**src/design/gfpm_pkg.sv**
```systemverilog
// Shared types and constants for the gated frequency / period meter.
package gfpm_pkg;

  localparam int FIELD_W        = 24;
  localparam int LEN_W          = 8;
  localparam int COUNT_WIDTH_DEF = 24;
  localparam int QUEUE_DEPTH    = 4;

  localparam logic [FIELD_W-1:0] FIELD_MAX     = {FIELD_W{1'b1}};
  localparam logic [LEN_W-1:0]   GATE_LEN_RST  = 8'd20;
  localparam logic [LEN_W-1:0]   PRESS_LEN_RST = 8'd20;
  localparam logic [FIELD_W-1:0] NUMER_RST     = 24'd1000000;
  localparam logic [FIELD_W-1:0] PERIOD_RST    = 24'd50;

  localparam logic OP_PULSE = 1'b0;
  localparam logic OP_TICK  = 1'b1;

  localparam int CFG_IDX_W = 2;
  localparam logic [CFG_IDX_W-1:0] CFG_GATE_LENGTH  = 2'd0;
  localparam logic [CFG_IDX_W-1:0] CFG_PRESS_LENGTH = 2'd1;
  localparam logic [CFG_IDX_W-1:0] CFG_PERIOD_NUMER = 2'd2;

  // Per-item word handed from the front to the back (count travels beside it).
  typedef struct packed {
    logic [FIELD_W-1:0] shown;
    logic [FIELD_W-1:0] live;
    logic               led;
    logic               done;
  } job_t;

endpackage

```
**src/design/gfpm_front.sv**
```systemverilog
// Front end: accepts words, runs pulse/tick/press counters, queues a job per word.
module gfpm_front #(
  parameter int COUNT_WIDTH = gfpm_pkg::COUNT_WIDTH_DEF
) (
  input  logic                         clk,
  input  logic                         rst_n,
  input  logic                         in_valid,
  output logic                         in_stall,
  input  logic                         in_op,
  input  logic                         in_hold,
  input  logic                         in_button_held,
  input  logic [gfpm_pkg::LEN_W-1:0]   gate_length,
  input  logic [gfpm_pkg::LEN_W-1:0]   press_length,
  input  logic                         q_full,
  output logic                         q_push,
  output gfpm_pkg::job_t               q_job,
  output logic [COUNT_WIDTH-1:0]       q_count
);
  import gfpm_pkg::*;

  localparam int XW = (COUNT_WIDTH > FIELD_W) ? COUNT_WIDTH : FIELD_W;

  logic [COUNT_WIDTH-1:0] pulse_count_r, pulse_count_nxt;
  logic [LEN_W-1:0]       tick_count_r, tick_count_nxt;
  logic [LEN_W-1:0]       press_count_r, press_count_nxt;
  logic [FIELD_W-1:0]     shown_r, shown_nxt;
  logic [FIELD_W-1:0]     live_r, live_nxt;
  logic                   led_r, led_nxt;
  logic                   accept;
  logic                   done;
  logic [LEN_W-1:0]       tick_inc;
  logic [LEN_W-1:0]       press_inc;
  logic [XW-1:0]          cnt_ext;
  logic [FIELD_W-1:0]     cnt_sat;

  assign in_stall = q_full;
  assign accept   = in_valid && !in_stall;
  assign tick_inc  = tick_count_r + LEN_W'(1);
  assign press_inc = press_count_r + LEN_W'(1);
  assign cnt_ext   = XW'(pulse_count_r);
  assign cnt_sat   = (cnt_ext > XW'(FIELD_MAX)) ? FIELD_MAX : cnt_ext[FIELD_W-1:0];

  always_comb begin
    pulse_count_nxt = pulse_count_r;
    tick_count_nxt  = tick_count_r;
    press_count_nxt = press_count_r;
    shown_nxt       = shown_r;
    live_nxt        = live_r;
    led_nxt         = led_r;
    done            = 1'b0;
    if (in_op == OP_PULSE) begin
      if (pulse_count_r != {COUNT_WIDTH{1'b1}}) begin
        pulse_count_nxt = pulse_count_r + COUNT_WIDTH'(1);
      end
    end else begin
      if (in_button_held) begin
        if (press_inc >= press_length) begin
          led_nxt         = ~led_r;
          press_count_nxt = '0;
        end else begin
          press_count_nxt = press_inc;
        end
      end else begin
        press_count_nxt = '0;
      end
      tick_count_nxt = tick_inc;
      if (tick_inc >= gate_length) begin
        done            = 1'b1;
        live_nxt        = cnt_sat;
        if (!in_hold) begin
          shown_nxt = cnt_sat;
        end
        pulse_count_nxt = '0;
        tick_count_nxt  = '0;
      end
    end
  end

  assign q_push      = accept;
  assign q_job.shown = shown_nxt;
  assign q_job.live  = live_nxt;
  assign q_job.led   = led_nxt;
  assign q_job.done  = done;
  assign q_count     = pulse_count_r;

  always_ff @(posedge clk) begin
    if (!rst_n) begin
      pulse_count_r <= '0;
      tick_count_r  <= '0;
      press_count_r <= '0;
      shown_r       <= '0;
      live_r        <= '0;
      led_r         <= 1'b1;
    end else if (accept) begin
      pulse_count_r <= pulse_count_nxt;
      tick_count_r  <= tick_count_nxt;
      press_count_r <= press_count_nxt;
      shown_r       <= shown_nxt;
      live_r        <= live_nxt;
      led_r         <= led_nxt;
    end
  end

endmodule

```
**src/design/gfpm_queue.sv**
```systemverilog
// Small FIFO between the front end and the back end.
module gfpm_queue #(
  parameter int WIDTH = 8,
  parameter int DEPTH = 4
) (
  input  logic             clk,
  input  logic             rst_n,
  input  logic             push,
  input  logic [WIDTH-1:0] push_data,
  input  logic             pop,
  output logic [WIDTH-1:0] pop_data,
  output logic             full,
  output logic             empty
);
  import gfpm_pkg::*;

  localparam int AW = (DEPTH > 1) ? $clog2(DEPTH) : 1;

  logic [WIDTH-1:0] mem [DEPTH];
  logic [AW-1:0]    wptr_r;
  logic [AW-1:0]    rptr_r;
  logic [AW:0]      cnt_r;
  logic             do_push;
  logic             do_pop;

  assign full     = (cnt_r == (AW+1)'(DEPTH));
  assign empty    = (cnt_r == '0);
  assign do_push  = push && !full;
  assign do_pop   = pop && !empty;
  assign pop_data = mem[rptr_r];

  always_ff @(posedge clk) begin
    if (do_push) begin
      mem[wptr_r] <= push_data;
    end
  end

  always_ff @(posedge clk) begin
    if (!rst_n) begin
      wptr_r <= '0;
      rptr_r <= '0;
      cnt_r  <= '0;
    end else begin
      if (do_push) begin
        wptr_r <= (wptr_r == AW'(DEPTH - 1)) ? '0 : wptr_r + AW'(1);
      end
      if (do_pop) begin
        rptr_r <= (rptr_r == AW'(DEPTH - 1)) ? '0 : rptr_r + AW'(1);
      end
      if (do_push && !do_pop) begin
        cnt_r <= cnt_r + (AW+1)'(1);
      end else if (do_pop && !do_push) begin
        cnt_r <= cnt_r - (AW+1)'(1);
      end
    end
  end

endmodule

```
**src/design/gfpm_back.sv**
```systemverilog
// Back end: period division (restoring, one bit per cycle) and output register.
module gfpm_back #(
  parameter int COUNT_WIDTH = gfpm_pkg::COUNT_WIDTH_DEF
) (
  input  logic                          clk,
  input  logic                          rst_n,
  input  logic                          q_empty,
  output logic                          q_pop,
  input  gfpm_pkg::job_t                q_job,
  input  logic [COUNT_WIDTH-1:0]        q_count,
  input  logic [gfpm_pkg::FIELD_W-1:0]  period_numerator,
  output logic                          out_valid,
  input  logic                          out_stall,
  output logic [gfpm_pkg::FIELD_W-1:0]  out_shown_frequency,
  output logic [gfpm_pkg::FIELD_W-1:0]  out_live_frequency,
  output logic [gfpm_pkg::FIELD_W-1:0]  out_period_value,
  output logic                          out_led_enabled,
  output logic                          out_gate_done
);
  import gfpm_pkg::*;

  localparam int RW     = COUNT_WIDTH + 1;
  localparam int STEP_W = $clog2(FIELD_W + 1);

  typedef enum logic {S_IDLE, S_DIV} state_t;

  state_t                 state_r;
  job_t                   job_r;
  logic [COUNT_WIDTH-1:0] div_r;
  logic [FIELD_W-1:0]     num_r;
  logic [RW-1:0]          rem_r;
  logic [STEP_W-1:0]      step_r;
  logic [FIELD_W-1:0]     period_r;
  logic                   out_valid_r;
  logic                   out_free;
  logic                   need_div;
  logic                   load_out;
  logic [RW-1:0]          rem_sh;
  logic                   q_bit;
  logic [RW-1:0]          rem_nxt;

  assign out_free = !out_valid_r || !out_stall;
  assign q_pop    = (state_r == S_IDLE) && !q_empty && out_free;
  assign need_div = q_job.done && (q_count != '0);
  assign load_out = (q_pop && !need_div) ||
                    ((state_r == S_DIV) && (step_r == '0) && out_free);
  assign rem_sh   = {rem_r[RW-2:0], num_r[FIELD_W-1]};
  assign q_bit    = (rem_sh >= {1'b0, div_r});
  assign rem_nxt  = q_bit ? (rem_sh - {1'b0, div_r}) : rem_sh;
  assign out_valid = out_valid_r;

  always_ff @(posedge clk) begin
    if (!rst_n) begin
      state_r     <= S_IDLE;
      out_valid_r <= 1'b0;
      period_r    <= PERIOD_RST;
    end else begin
      if (load_out) begin
        out_valid_r <= 1'b1;
      end else if (!out_stall) begin
        out_valid_r <= 1'b0;
      end
      unique case (state_r)
        S_IDLE: begin
          if (q_pop) begin
            if (need_div) begin
              job_r   <= q_job;
              div_r   <= q_count;
              num_r   <= period_numerator;
              rem_r   <= '0;
              step_r  <= STEP_W'(FIELD_W);
              state_r <= S_DIV;
            end else begin
              out_shown_frequency <= q_job.shown;
              out_live_frequency  <= q_job.live;
              out_led_enabled     <= q_job.led;
              out_gate_done       <= q_job.done;
              if (q_job.done) begin
                period_r         <= period_numerator;
                out_period_value <= period_numerator;
              end else begin
                out_period_value <= period_r;
              end
            end
          end
        end
        S_DIV: begin
          if (step_r != '0) begin
            rem_r  <= rem_nxt;
            num_r  <= {num_r[FIELD_W-2:0], q_bit};
            step_r <= step_r - STEP_W'(1);
          end else if (out_free) begin
            out_shown_frequency <= job_r.shown;
            out_live_frequency  <= job_r.live;
            out_led_enabled     <= job_r.led;
            out_gate_done       <= job_r.done;
            out_period_value    <= num_r;
            period_r            <= num_r;
            state_r             <= S_IDLE;
          end
        end
        default: begin
          state_r <= S_IDLE;
        end
      endcase
    end
  end

endmodule

```
**src/design/gated_frequency_period_meter_unit.sv**
```systemverilog
// Top level of the gated frequency / period meter.
//
// Input words (in_valid/in_stall) are pulse edges or base ticks; every word
// yields exactly one output word (out_valid/out_stall) with the shown and
// live frequency, the period, the LED enable and a gate-closed flag.
// Configuration writes (cfg_valid/cfg_ready, cfg_index, cfg_data) set the
// gate length, long-press length and period numerator; cfg_ready is always
// high and writes are expected while the block is idle.
// A word that does not close a gate, or closes one with a zero count, passes
// through the queue into the output register; a gate-closing word with a
// nonzero count also runs through the bit-serial divider (24 quotient bits,
// one per cycle) in the back end.
// Throughput: one word per cycle between gate closes; a 4-entry queue lets
// the front keep accepting while the divider runs, and in_stall rises only
// when that queue is full.
// Reset (synchronous, rst_n low) clears counters and queue, sets the period
// to 50 and the LED enable to 1, and restores the default configuration.
// While out_stall is high the output word holds; the queue then fills and
// stalls the input.
module gated_frequency_period_meter_unit #(
  parameter int COUNT_WIDTH = gfpm_pkg::COUNT_WIDTH_DEF
) (
  input  logic                            clk,
  input  logic                            rst_n,
  input  logic                            in_valid,
  output logic                            in_stall,
  input  logic                            in_op,
  input  logic                            in_hold,
  input  logic                            in_button_held,
  output logic                            out_valid,
  input  logic                            out_stall,
  output logic [gfpm_pkg::FIELD_W-1:0]    out_shown_frequency,
  output logic [gfpm_pkg::FIELD_W-1:0]    out_live_frequency,
  output logic [gfpm_pkg::FIELD_W-1:0]    out_period_value,
  output logic                            out_led_enabled,
  output logic                            out_gate_done,
  input  logic                            cfg_valid,
  output logic                            cfg_ready,
  input  logic [gfpm_pkg::CFG_IDX_W-1:0]  cfg_index,
  input  logic [gfpm_pkg::FIELD_W-1:0]    cfg_data
);
  import gfpm_pkg::*;

  localparam int QW = $bits(job_t) + COUNT_WIDTH;

  logic [LEN_W-1:0]       gate_length_r;
  logic [LEN_W-1:0]       press_length_r;
  logic [FIELD_W-1:0]     period_numer_r;
  logic                   q_full;
  logic                   q_empty;
  logic                   q_push;
  logic                   q_pop;
  job_t                   f_job;
  logic [COUNT_WIDTH-1:0] f_count;
  logic [QW-1:0]          q_wdata;
  logic [QW-1:0]          q_rdata;
  job_t                   b_job;
  logic [COUNT_WIDTH-1:0] b_count;

  assign cfg_ready = 1'b1;

  always_ff @(posedge clk) begin
    if (!rst_n) begin
      gate_length_r  <= GATE_LEN_RST;
      press_length_r <= PRESS_LEN_RST;
      period_numer_r <= NUMER_RST;
    end else if (cfg_valid && cfg_ready) begin
      unique case (cfg_index)
        CFG_GATE_LENGTH:  gate_length_r  <= cfg_data[LEN_W-1:0];
        CFG_PRESS_LENGTH: press_length_r <= cfg_data[LEN_W-1:0];
        CFG_PERIOD_NUMER: period_numer_r <= cfg_data;
        default: begin
        end
      endcase
    end
  end

  gfpm_front #(
    .COUNT_WIDTH(COUNT_WIDTH)
  ) u_front (
    .clk            (clk),
    .rst_n          (rst_n),
    .in_valid       (in_valid),
    .in_stall       (in_stall),
    .in_op          (in_op),
    .in_hold        (in_hold),
    .in_button_held (in_button_held),
    .gate_length    (gate_length_r),
    .press_length   (press_length_r),
    .q_full         (q_full),
    .q_push         (q_push),
    .q_job          (f_job),
    .q_count        (f_count)
  );

  assign q_wdata = {f_job, f_count};

  gfpm_queue #(
    .WIDTH(QW),
    .DEPTH(QUEUE_DEPTH)
  ) u_queue (
    .clk       (clk),
    .rst_n     (rst_n),
    .push      (q_push),
    .push_data (q_wdata),
    .pop       (q_pop),
    .pop_data  (q_rdata),
    .full      (q_full),
    .empty     (q_empty)
  );

  assign b_job   = q_rdata[QW-1:COUNT_WIDTH];
  assign b_count = q_rdata[COUNT_WIDTH-1:0];

  gfpm_back #(
    .COUNT_WIDTH(COUNT_WIDTH)
  ) u_back (
    .clk                 (clk),
    .rst_n               (rst_n),
    .q_empty             (q_empty),
    .q_pop               (q_pop),
    .q_job               (b_job),
    .q_count             (b_count),
    .period_numerator    (period_numer_r),
    .out_valid           (out_valid),
    .out_stall           (out_stall),
    .out_shown_frequency (out_shown_frequency),
    .out_live_frequency  (out_live_frequency),
    .out_period_value    (out_period_value),
    .out_led_enabled     (out_led_enabled),
    .out_gate_done       (out_gate_done)
  );

endmodule

```
**config.mk**
```make
export PLATFORM = sky130hd
export DESIGN_NAME = gated_frequency_period_meter_unit
export DESIGN_NICKNAME = d
export VERILOG_FILES = /design/src/design/gfpm_pkg.sv /design/src/design/gfpm_front.sv /design/src/design/gfpm_queue.sv /design/src/design/gfpm_back.sv /design/src/design/gated_frequency_period_meter_unit.sv
export SDC_FILE = /design/constraint.sdc
export NUM_CORES = 1
export LEC_CHECK = 0
export BUFFER_PORTS_ARGS = -buffer_cell sky130_fd_sc_hd__buf_2
export CORE_UTILIZATION = 52
export CTS_CLUSTER_DIAMETER = 80
export CTS_CLUSTER_SIZE = 16
export DETAILED_ROUTE_END_ITERATION = 8
export GPL_ROUTABILITY_DRIVEN = 0
export PLACE_DENSITY = 0.77
export SLEW_MARGIN = 20
export SYNTH_ARGS = -nofsm -noshare
export SYNTH_HDL_FRONTEND = slang
export SYNTH_SLANG_ARGS = --single-unit
```
**constraint.sdc**
```tcl
create_clock -name clk -period 6.4 [get_ports clk]
set_input_delay 1.28 -clock clk [delete_from_list [all_inputs] [get_ports clk]]
set_output_delay 1.28 -clock clk [all_outputs]
set_load 0.01 [all_outputs]
```
==> out/results.ini <==
[outcome]
outcome = completed

[power_and_ir_drop]
p_leak_nw = 10.8
pwr-share-clk = 0.247
power_switching_share = 0.302
internal_power_mw = 8.00
power.density_mw_per_mm2 = 382
seqPwrFrac = 0.498
peakVddDrop_mv = 0.222
p_switching_mw = 3.46
pwr-share-comb = 0.255

[yosys]
syn-instance-count = 2024
synth_edf_count = 497
yosys_warnings = 0
async_flop_share = 0
ys_seq_area_frac = 0.665
ys_types = 65
yosys-top-cells-area = edfxtp_1 55%, dfxtp_1 12%, mux4_2 5.2%
syn_area_mm2 = 0.0274
syn_area_per_cell_um2 = 13.5
synthFlopType = edfxtp_1
synth.top_cell.area_share = 0.545
synth.most_common_cell = edfxtp_1
synth_nets = 2111
synth.top_cells.by_count = 497 x edfxtp_1, 331 x nand2_1, 164 x dfxtp_1
synth-seq-cells = 661
synth_top_cell_by_area = edfxtp_1

[global_routing]
antenna_found_initial = 0
met3_usage = 0.0265
use_met1 = 0.282
grt.total_usage = 0.214
grt_pass1_wl_um = 89500
grt_max_degree = 91
use_met2 = 0.367
gr-total-overflow = 0
grt-busiest-layer = met2
grt_pass1_vias = 16500

[timing]
fin_tns_setup_ps = 0
hold_viol = 0
whs_ps = 460
period_share = 0.715
fin_crit_ps = 4580
tightest_slew_ps = 957
setup_violations = 0
finClkSkew_ps = 27.9
relSlewSlack = 0.360
fmax_ghz = 0.218
rsz0062_at_grt = false
slew_violations = 0

[clock_tree]
post_cts_resized = 0
clk_path_buf_depth = 3
cts_made_buffers = 47
hold_buffers = 0
clk_pin_slew_worst_paths_ps = 80
h-tree-depth = 2
cts_sinks = 661
cts_tree = yes
cts_root_buf = clkbuf_16
postCtsSetupRepairBufs = 0
clk_latency_ps = 600

[floorplan]
die_h_um = 231
io_pins = 111
start_util = 0.530
fp.coreArea_mm2 = 0.0516
dieArea_mm2 = 0.0536
die_x_um = 231
row_count = 83

[finish]
largest-register = u_queue.mem
final_layout_size_suffix_gt1_frac = 0.150
top_regs = u_queue.mem: 296 flops, u_back.job_r: 50 flops
largest_register_ffs = 296
syn_to_final_growth_pct = 9.53
num-nets-final = 2190
antenna_cells = 0
seq_area_mm2 = 0.0182
multi_input_area_mm2 = 0.00848
n_fill_cell = 3824

[route]
vias = 16200
drcViolationCount = 0
drt_iter0_markers = 1435
routed_wl_um = 56700
firstDrtPassIters = 6
vias_per_cell = 5.73
routedWlPerCell_um = 20.1
ant_nets = 0

[placement]
port_buffers = 109
dpl.hpwl_um = 35200

[critical_path]
crit_path_end_kind = register
start_kind = register
worstPathArrival_ps = 4830
cp.required_ps = 6650
worstSetupPathType = register to register
path_max_fanout = 59

[worst_hold_path]
hp-class = register to register
min-delay-start = u_front.shown_r[5]

[flow_run]
max-cap-violations = 0

## critical path, cell delays in order (launching register included)
cell,delay [ps]
dfxtp_2,870
buf_4,560
mux4_1,400
nor4_1,340
nand4_1,190
o21a_1,260
o31ai_2,240
nand2b_1,90
buf_4,290
nor2_4,490
buf_12,390
## cells by family after synthesis
| kind of cell | synth area share |
|---|---|
| AO/OA/AOI/OAI | 0.0502 |
| adder cells (fa/ha/maj) | 0.0248 |
| XOR/XNOR | 0.0173 |
| buffers and inverters | 0.0271 |
| other | 0.000137 |
| flip-flops | 0.665 |
| multiplexers | 0.116 |
| AND/OR/NAND/NOR | 0.0995 |
## metal layers
layer,routed length [um],up-vias,part of all wire
li1,-,7506,-
met5,0,-,0
met1,24000,8117,0.42
met3,2880,91,0.051
met2,28500,455,0.50
met4,1360,0,0.024
## stage by stage
step                setup slack (ps)  utilization  total power, mW  area, um^2  cells
global placement                1720        0.554             8.58       28600   2733
detailed placement              1650        0.554             8.70       28600   2733
global route                    1540        0.581             12.0       30000   2822
CTS                             1670        0.580             11.5       30000   2821
floorplan                        524            -             7.91       27400   2024
finish                          1820        0.581             11.5       30000   2822
## layout by cell type, fill, tap and decap left out, drive strengths merged, types with 7 or more instances in the layout
| master | netlist | routed |
|---|---|---|
| and2 | 13 | 13 |
| xnor2 | 21 | 21 |
| buf | 25 | 134 |
| mux4 | 74 | 74 |
| or3 | 9 | 9 |
| xor2 | 33 | 33 |
| a211oi | 7 | 7 |
| nor4 | 7 | 7 |
| nor3 | 12 | 12 |
| nand2b | 14 | 14 |
| and3 | 15 | 15 |
| a21oi | 98 | 98 |
| dfxtp | 164 | 164 |
| a21o | 9 | 9 |
| o21a | 8 | 8 |
| nand4 | 20 | 20 |
| clkbuf | 79 | 84 |
| inv | 77 | 78 |
| nand2 | 331 | 331 |
| nand3 | 34 | 34 |
| ha | 51 | 51 |
| nor2b | 9 | 9 |
| o21ai | 77 | 77 |
| edfxtp | 497 | 497 |
| o211ai | 13 | 13 |
| mux2 | 48 | 48 |
| nand3b | 7 | 7 |
| mux2i | 92 | 92 |
| nor2 | 135 | 135 |
## layout make-up
type / instances / area share
tap: 680 / 0.0284
clock inverter: 4 / 0.00129
sequential: 661 / 0.608
timing repair buffer: 134 / 0.0255
clock buffer: 84 / 0.0446
inverter: 77 / 0.00972
multi-input combinational: 1182 / 0.283
## power groups by stage
stage	logic (mW)	clock network, mW	registers (mW)
after global placement	2.77	0	5.81
after CTS	2.89	2.87	5.75
after global routing	3.21	3.02	5.76
final	2.92	2.83	5.71
after floorplan	2.15	0	5.76
after detailed placement	2.86	0	5.84
## final timing paths
check	to	slack [ps]	cells after the start
max reg2reg	u_back.out_shown_frequency[3]	1820	10
min	u_front.shown_r[5]	460	2
min reg2reg	u_front.shown_r[5]	460	2
max	u_back.out_shown_frequency[3]	1820	10
Power figures use the tool's default switching activity.
